--- src/mtp_pkg.sv ---
`timescale 1ns / 1ps
`default_nettype none
// ----------------------------------------------------------------------------
// mtp_pkg
// shared types and constants for the median time past tracker
// ----------------------------------------------------------------------------
package mtp_pkg;

   localparam int unsigned LIMIT_W = 16;
   localparam logic [LIMIT_W-1:0] LIMIT_RESET = 16'd11;

   typedef struct packed {
      logic [31:0]        timestamp;
      logic [31:0]        block_height;
      logic signed [31:0] header_version;
   } req_type;

   typedef struct packed {
      logic        applied;
      logic [31:0] tip_height;
      logic [31:0] median_time;
   } rsp_type;

   // controller to datapath
   typedef struct packed {
      logic load;
      logic update;
      logic scan_step;
      logic emit;
   } cmd_type;

   // datapath to controller
   typedef struct packed {
      logic empty;
      logic hit;
      logic last;
   } status_type;

endpackage
`default_nettype wire

--- src/mtp_ctrl.sv ---
`timescale 1ns / 1ps
`default_nettype none
// ----------------------------------------------------------------------------
// mtp_ctrl
// sequencer: takes a beat, updates history, scans for the median, emits
// ----------------------------------------------------------------------------
module mtp_ctrl
   import mtp_pkg::*;
(
   input  wire logic       clock,
   input  wire logic       reset,
   input  wire logic       req_valid,
   output logic            req_ready,
   output logic            rsp_valid,
   input  wire logic       rsp_ready,
   output cmd_type         cmd,
   input  wire status_type status
);

   typedef enum logic [1:0] {
      S_IDLE,
      S_UPDATE,
      S_SCAN,
      S_DONE
   } state_type;

   state_type state_ff;
   logic      req_ready_ff;
   logic      rsp_valid_ff;
   logic      out_free;

   assign req_ready = req_ready_ff;
   assign rsp_valid = rsp_valid_ff;
   assign out_free  = !rsp_valid_ff || rsp_ready;

   always_comb begin
      cmd.load      = (state_ff == S_IDLE) && req_valid && req_ready_ff;
      cmd.update    = (state_ff == S_UPDATE);
      cmd.scan_step = (state_ff == S_SCAN) && !status.empty;
      cmd.emit      = (state_ff == S_DONE) && out_free;
   end

   always_ff @(posedge clock) begin
      if (reset) begin
         state_ff     <= S_IDLE;
         req_ready_ff <= 1'b1;
         rsp_valid_ff <= 1'b0;
      end else begin
         if (rsp_valid_ff && rsp_ready && !cmd.emit) begin
            rsp_valid_ff <= 1'b0;
         end
         case (state_ff)
            S_IDLE: begin
               if (req_valid && req_ready_ff) begin
                  req_ready_ff <= 1'b0;
                  state_ff     <= S_UPDATE;
               end
            end
            S_UPDATE: begin
               state_ff <= S_SCAN;
            end
            S_SCAN: begin
               if (status.empty || status.hit || status.last) begin
                  state_ff <= S_DONE;
               end
            end
            S_DONE: begin
               if (out_free) begin
                  rsp_valid_ff <= 1'b1;
                  req_ready_ff <= 1'b1;
                  state_ff     <= S_IDLE;
               end
            end
            default: begin
               state_ff <= S_IDLE;
            end
         endcase
      end
   end

endmodule
`default_nettype wire

--- src/mtp_datapath.sv ---
`timescale 1ns / 1ps
`default_nettype none
// ----------------------------------------------------------------------------
// mtp_datapath
// timestamp ring, count, tip height and rank-based upper median search
// ----------------------------------------------------------------------------
module mtp_datapath
   import mtp_pkg::*;
#(
   parameter int unsigned WINDOW = 11
) (
   input  wire logic               clock,
   input  wire logic               reset,
   input  wire logic               csr_we,
   input  wire logic [LIMIT_W-1:0] csr_wdata,
   input  wire req_type            req_data,
   output rsp_type                 rsp_data,
   input  wire cmd_type            cmd,
   output status_type              status
);

   localparam int unsigned SLOT_W = (WINDOW > 1) ? $clog2(WINDOW) : 1;
   localparam int unsigned CNT_W  = $clog2(WINDOW + 1);
   localparam int unsigned GAP_W  = SLOT_W + 2;

   logic [31:0]        window_ff [WINDOW];
   req_type            hdr_ff;
   rsp_type            rsp_ff;
   logic [LIMIT_W-1:0] limit_ff;
   logic [CNT_W-1:0]   cnt_ff;
   logic [CNT_W-1:0]   cnt_in;
   logic [SLOT_W-1:0]  slot_ff;
   logic [SLOT_W-1:0]  slot_in;
   logic [SLOT_W-1:0]  cand_ff;
   logic [31:0]        tip_ff;
   logic [31:0]        median_ff;
   logic               applied_ff;
   logic               hdr_ok;
   logic [CNT_W-1:0]   lim_eff;
   logic [CNT_W:0]     cnt_inc;
   logic [WINDOW-1:0]  in_window;
   logic [CNT_W-1:0]   lt_cnt;
   logic [CNT_W-1:0]   le_cnt;
   logic [CNT_W-1:0]   mid;
   logic [31:0]        cand_val;

   assign hdr_ok  = hdr_ff.header_version > 32'sd0;
   assign lim_eff = (limit_ff < LIMIT_W'(WINDOW)) ? limit_ff[CNT_W-1:0] : CNT_W'(WINDOW);
   assign cnt_inc = {1'b0, cnt_ff} + {{CNT_W{1'b0}}, 1'b1};
   assign cnt_in  = (cnt_inc > {1'b0, lim_eff}) ? lim_eff : cnt_inc[CNT_W-1:0];
   assign slot_in = (slot_ff == SLOT_W'(WINDOW - 1)) ? '0 : slot_ff + 1'b1;

   // entries among the newest cnt_ff slots, walking back from slot_ff
   always_comb begin
      logic [GAP_W-1:0] gap;
      for (int j = 0; j < WINDOW; j++) begin
         if (slot_ff >= SLOT_W'(j)) begin
            gap = GAP_W'(slot_ff) - GAP_W'(j);
         end else begin
            gap = GAP_W'(slot_ff) + GAP_W'(WINDOW) - GAP_W'(j);
         end
         in_window[j] = gap < GAP_W'(cnt_ff);
      end
   end

   assign cand_val = window_ff[cand_ff];
   assign mid      = cnt_ff >> 1;

   // rank of the candidate among the live entries
   always_comb begin
      lt_cnt = '0;
      le_cnt = '0;
      for (int j = 0; j < WINDOW; j++) begin
         lt_cnt = lt_cnt + CNT_W'(in_window[j] && (window_ff[j] < cand_val));
         le_cnt = le_cnt + CNT_W'(in_window[j] && (window_ff[j] <= cand_val));
      end
   end

   always_comb begin
      status.empty = (cnt_ff == '0);
      status.hit   = in_window[cand_ff] && (lt_cnt <= mid) && (mid < le_cnt);
      status.last  = (cand_ff == SLOT_W'(WINDOW - 1));
   end

   assign rsp_data = rsp_ff;

   always_ff @(posedge clock) begin
      if (reset) begin
         limit_ff   <= LIMIT_RESET;
         cnt_ff     <= '0;
         slot_ff    <= '0;
         cand_ff    <= '0;
         tip_ff     <= '0;
         median_ff  <= '0;
         applied_ff <= 1'b0;
      end else begin
         if (csr_we) begin
            limit_ff <= csr_wdata;
         end
         if (cmd.update) begin
            applied_ff <= hdr_ok;
            cand_ff    <= '0;
            if (hdr_ok) begin
               slot_ff <= slot_in;
               cnt_ff  <= cnt_in;
               if (cnt_in != '0) begin
                  tip_ff <= hdr_ff.block_height;
               end
            end
         end
         if (cmd.scan_step) begin
            if (status.hit) begin
               median_ff <= cand_val;
            end
            if (!status.last) begin
               cand_ff <= cand_ff + 1'b1;
            end
         end
      end
   end

   // payload registers
   always_ff @(posedge clock) begin
      if (cmd.load) begin
         hdr_ff <= req_data;
      end
      if (cmd.update && hdr_ok) begin
         window_ff[slot_in] <= hdr_ff.timestamp;
      end
      if (cmd.emit) begin
         rsp_ff.applied     <= applied_ff;
         rsp_ff.tip_height  <= tip_ff;
         rsp_ff.median_time <= median_ff;
      end
   end

endmodule
`default_nettype wire

--- src/median_time_past_tracker_top.sv ---
`timescale 1ns / 1ps
`default_nettype none
// ----------------------------------------------------------------------------
// median_time_past_tracker_top
// header history tracker reporting tip height and upper median time past
// ----------------------------------------------------------------------------
// each beat passes through the update and scan states before its result is emitted;
// no new beat is taken until the result is emitted; the rank scan tests one stored
//   timestamp per cycle against all live entries
// a finished result waits in the output register while the next beat is taken
// reset: synchronous; history empty, tip and median zero, limit 11
module median_time_past_tracker_top
   import mtp_pkg::*;
#(
   parameter int unsigned WINDOW = 11
) (
   input  wire logic               clock,
   input  wire logic               reset,
   input  wire logic               req_valid,
   output logic                    req_ready,
   input  wire req_type            req_data,
   output logic                    rsp_valid,
   input  wire logic               rsp_ready,
   output rsp_type                 rsp_data,
   input  wire logic               csr_we,
   input  wire logic [LIMIT_W-1:0] csr_wdata
);

   cmd_type    cmd;
   status_type status;

   mtp_ctrl u_ctrl (
      .clock     (clock),
      .reset     (reset),
      .req_valid (req_valid),
      .req_ready (req_ready),
      .rsp_valid (rsp_valid),
      .rsp_ready (rsp_ready),
      .cmd       (cmd),
      .status    (status)
   );

   mtp_datapath #(
      .WINDOW (WINDOW)
   ) u_datapath (
      .clock     (clock),
      .reset     (reset),
      .csr_we    (csr_we),
      .csr_wdata (csr_wdata),
      .req_data  (req_data),
      .rsp_data  (rsp_data),
      .cmd       (cmd),
      .status    (status)
   );

   a_load_then_update: assert property (@(posedge clock) disable iff (reset)
      cmd.load |=> cmd.update)
      else $error("load not followed by update");

   a_busy_after_beat: assert property (@(posedge clock) disable iff (reset)
      (req_valid && req_ready) |=> !req_ready)
      else $error("ready while beat in flight");

   a_hit_needs_history: assert property (@(posedge clock) disable iff (reset)
      status.hit |-> !status.empty)
      else $error("median hit with empty history");

   a_emit_sets_valid: assert property (@(posedge clock) disable iff (reset)
      cmd.emit |=> rsp_valid)
      else $error("emitted result not presented");

endmodule
`default_nettype wire
--- config.mk ---
export PLATFORM = sky130hd
export DESIGN_NAME = median_time_past_tracker_top
export DESIGN_NICKNAME = d
export VERILOG_FILES = /design/src/mtp_pkg.sv /design/src/mtp_ctrl.sv /design/src/mtp_datapath.sv /design/src/median_time_past_tracker_top.sv
export SDC_FILE = /design/constraint.sdc
export NUM_CORES = 1
export LEC_CHECK = 0
export BUFFER_PORTS_ARGS = -buffer_cell sky130_fd_sc_hd__buf_2
export CORE_UTILIZATION = 45
export DETAILED_ROUTE_END_ITERATION = 10
export PLACE_DENSITY = 0.61
export SYNTH_ARGS = -nofsm -noshare
export SYNTH_HDL_FRONTEND = slang
export SYNTH_HIERARCHICAL = 1
export SYNTH_SLANG_ARGS = --single-unit
--- constraint.sdc ---
create_clock -name clock -period 11.45 [get_ports clock]
set_clock_uncertainty 0.2 [all_clocks]
set_input_delay 2.29 -clock clock [delete_from_list [all_inputs] [get_ports clock]]
set_output_delay 2.29 -clock clock [all_outputs]
set_load 0.02 [all_outputs]
==> metrics.cfg <==
[status]
status = completed

[cts]
cts-root-buf = clkbuf_16
htree_levels = 3
cts_tree = built
cts_made_buffers = 85
cts_resized = 0
clock_latency_ns = 0.68
clockBufferDepth = 3
path_clk_slew_ns = 0.06
hold_buffers = 0
cts_sinks = 770
cts_setup_buffers = 0

[final_layout]
layout_common_cells = edfxtp_1 (673), ha_1 (435), buf_2 (183)
diodes = 0
fin_area_um2 = 45440
finish.net_count = 3593
layout_commonest_cell = edfxtp_1
syn2layout_area_growth_pct = 14.26
drive_gt1_share_pct = 20.36

[worst_setup_path]
cp_common_cell = fa_1
crit_arrival_ns = 10.64
worst-path-max-fanout = 38
start_kind = flip-flop
cpPeakStageDelay_ns = 0.90
r2r_cells = 28
worstSetupPathType = flip-flop to flip-flop
ff2ff_setup_slack_ns = 1.12
cp_slowest_cell = dfxtp_4
end_kind = flip-flop
r2r-start = u_datapath/cand_ff[0]
required_ns = 11.76
timing.rr.end = u_datapath/median_ff[18]

[yosys]
synth_enable_flop_cells = 673
synth_seq_cells = 770
synth_ff_type = edfxtp_1
async_flop_share_pct = 0
netlist_area_um2 = 39770
synth.avg_cell_area_um2 = 14.37
yosys_warnings = 6
syn_inst = 2768
yosysUniqueCellTypes = 86
syn_nets = 3334
yosysSeqAreaShare_pct = 55.70

[timing]
worst_pin_slew_ns = 1.193
fmaxAchievable_mhz = 96.80
hold_violations = 0
timing.setup.tns_ns = 0
rsz0062_at_grt = no
maxSlewViolCount = 0
period_share_pct = 90.22
maxSlewHeadroom_pct = 19.95
hold_ws_ns = 0.2271
min_period_ns = 10.33
setup_slack_ns = 1.120
finalSetupViolCount = 0

[job]
cap_violations = 0

[drt]
via_per_inst = 5.991
drt_wl_total_um = 114500
first_pass_iters = 7
routed-via-count = 25490
dr.first_iter.drc_count = 1991
routedWlPerCell_um = 26.91
drcViolationCount = 0
ant_nets = 0

[worst_hold_path]
hp-class = flip-flop to flip-flop
whs_path_depth = 0
min_to = u_datapath/rsp_data[3]
hold_start = u_datapath/median_ff[3]

[place]
pre_cts_ws_ns = 1.140
hpwl_um = 78980
placed_area_um2 = 42520
port_buffers = 183
place.gp.congestion = 0.9411

[floorplanning]
std_cell_rows = 108
top_level_ports = 184
initial_core_util_pct = 45.63
die_area_um2 = 89570
die_w_um = 299.3
design.core.area_um2 = 87160
fp.dieH_um = 299.3

[global_route]
grt.overflow.total = 0
grt_max_degree = 60
grt_use_total_pct = 25.48
grt_pass1_vias = 26060
grt_pass1_wl_um = 168800
antenna_found_initial = 1

[pwr]
power.density_nw_per_um2 = 181.4
ir_worst_vdd_mv = 0.1755
fin_total_pwr_w = 0.008242
p_leak_nw = 16.81

[registers in the layout, summed over array words and instances (netlist names), 2 cells and up]
name and cells:
u_ctrl/state_ff 2, u_datapath/cand_ff 4, u_datapath/cnt_ff 4, u_datapath/hdr_ff 96, u_datapath/limit_ff 16, u_datapath/median_ff 32, u_datapath/rsp_data 65, u_datapath/slot_ff 4
u_datapath/tip_ff 32, u_datapath/window_ff 512
[worst max-delay path: cells and delay by family, from the launching register on]
kind                     cells  cell delay, ns
adder cells (fa/ha/maj)      7            2.78
AND/OR/NAND/NOR              8            2.65
AO/OA/AOI/OAI                7            1.50
buffers and inverters        4            1.13
flip-flops                   1            0.90
multiplexers                 2            0.90
[layout make-up]
class / instances / area (um2)
Multi-Input combinational cell: 1806 / 16950
Inverter: 101 / 379.1
Tap cell: 1155 / 1445
Timing Repair Buffer: 263 / 1579
Sequential cell: 770 / 22160
Fill cell: 7200 / 41720
Clock inverter: 44 / 569.3
Clock buffer: 115 / 2350
[worst max path at each step]
stage | from | end | slack, ns | cells past startpoint
final | u_datapath/cand_ff[0] | u_datapath/median_ff[18] | 1.12 | 28
after global routing | u_datapath/cand_ff[0] | u_datapath/median_ff[20] | 0.70 | 31
after CTS | u_datapath/cand_ff[0] | u_datapath/median_ff[0] | 1.14 | 28
after detailed placement | u_datapath/cand_ff[0] | u_datapath/median_ff[0] | 1.14 | 28
after global placement | u_datapath/cand_ff[0] | u_datapath/median_ff[0] | 1.22 | 30
after floorplan | u_datapath/cand_ff[0] | u_datapath/median_ff[10] | 2.60 | 31
[cell families after synthesis]
family          synth area share (%)
mux                            10.33
buf+inv                        2.036
compound gates                 9.457
flops                          55.70
xor+xnor                      0.7614
simple gates                   7.327
fa+ha+maj                      14.39
[metrics by stage]
stage	std cells	util, %
global route	4254	52.13
finish	4254	52.13
floorplan	2768	-
global placement	4095	48.79
CTS	4254	52.13
detailed placement	4095	48.79
[cells in the mapped netlist, drive strengths merged, types with 8 or more instances]
cell type | number | area, um2
ha | 435 | 5443
and3 | 9 | 57.56
a21o | 116 | 870.8
mux4 | 129 | 2905
nor3 | 26 | 130.1
edfxtp | 673 | 20210
nand4 | 73 | 456.7
a211o | 10 | 87.58
fa | 14 | 280.3
o21ai | 106 | 530.5
o32ai | 32 | 505.5
nor2b | 37 | 239.0
and2 | 9 | 56.30
a221oi | 10 | 87.58
inv | 100 | 375.4
clkbuf | 47 | 177.7
o21a | 25 | 187.7
a21oi | 117 | 596.8
xnor2 | 27 | 259.0
a211oi | 10 | 75.07
a21boi | 8 | 75.07
mux2i | 83 | 830.8
nand3 | 42 | 210.2
nor4 | 18 | 112.6
nand2b | 81 | 506.7
a31oi | 10 | 62.56
o211ai | 15 | 112.6
mux2 | 33 | 371.6
dfxtp | 97 | 1942
nand2 | 135 | 506.7
buf | 44 | 252.8
nor2 | 99 | 379.1
[metal layers]
| layer | track usage [%] | vias up | wire length [um] |
|---|---|---|---|
| li1 | - | 11430 | - |
| met1 | 34.68 | 12990 | 49740 |
| met3 | 3.465 | 187 | 6370 |
| met4 | 7.726 | 2 | 3115 |
| met2 | 42.42 | 875 | 55250 |
| met5 | 0 | - | 13 |
[power by group]
group / switching [W] / total [W] / internal [W]
logic: 0.00113 / 0.00185 / 0.000723
registers: 0.000188 / 0.00356 / 0.00337
clock network: 0.00116 / 0.00284 / 0.00168
total: 0.00247 / 0.00824 / 0.00577
(Power assumes the default switching activity.)
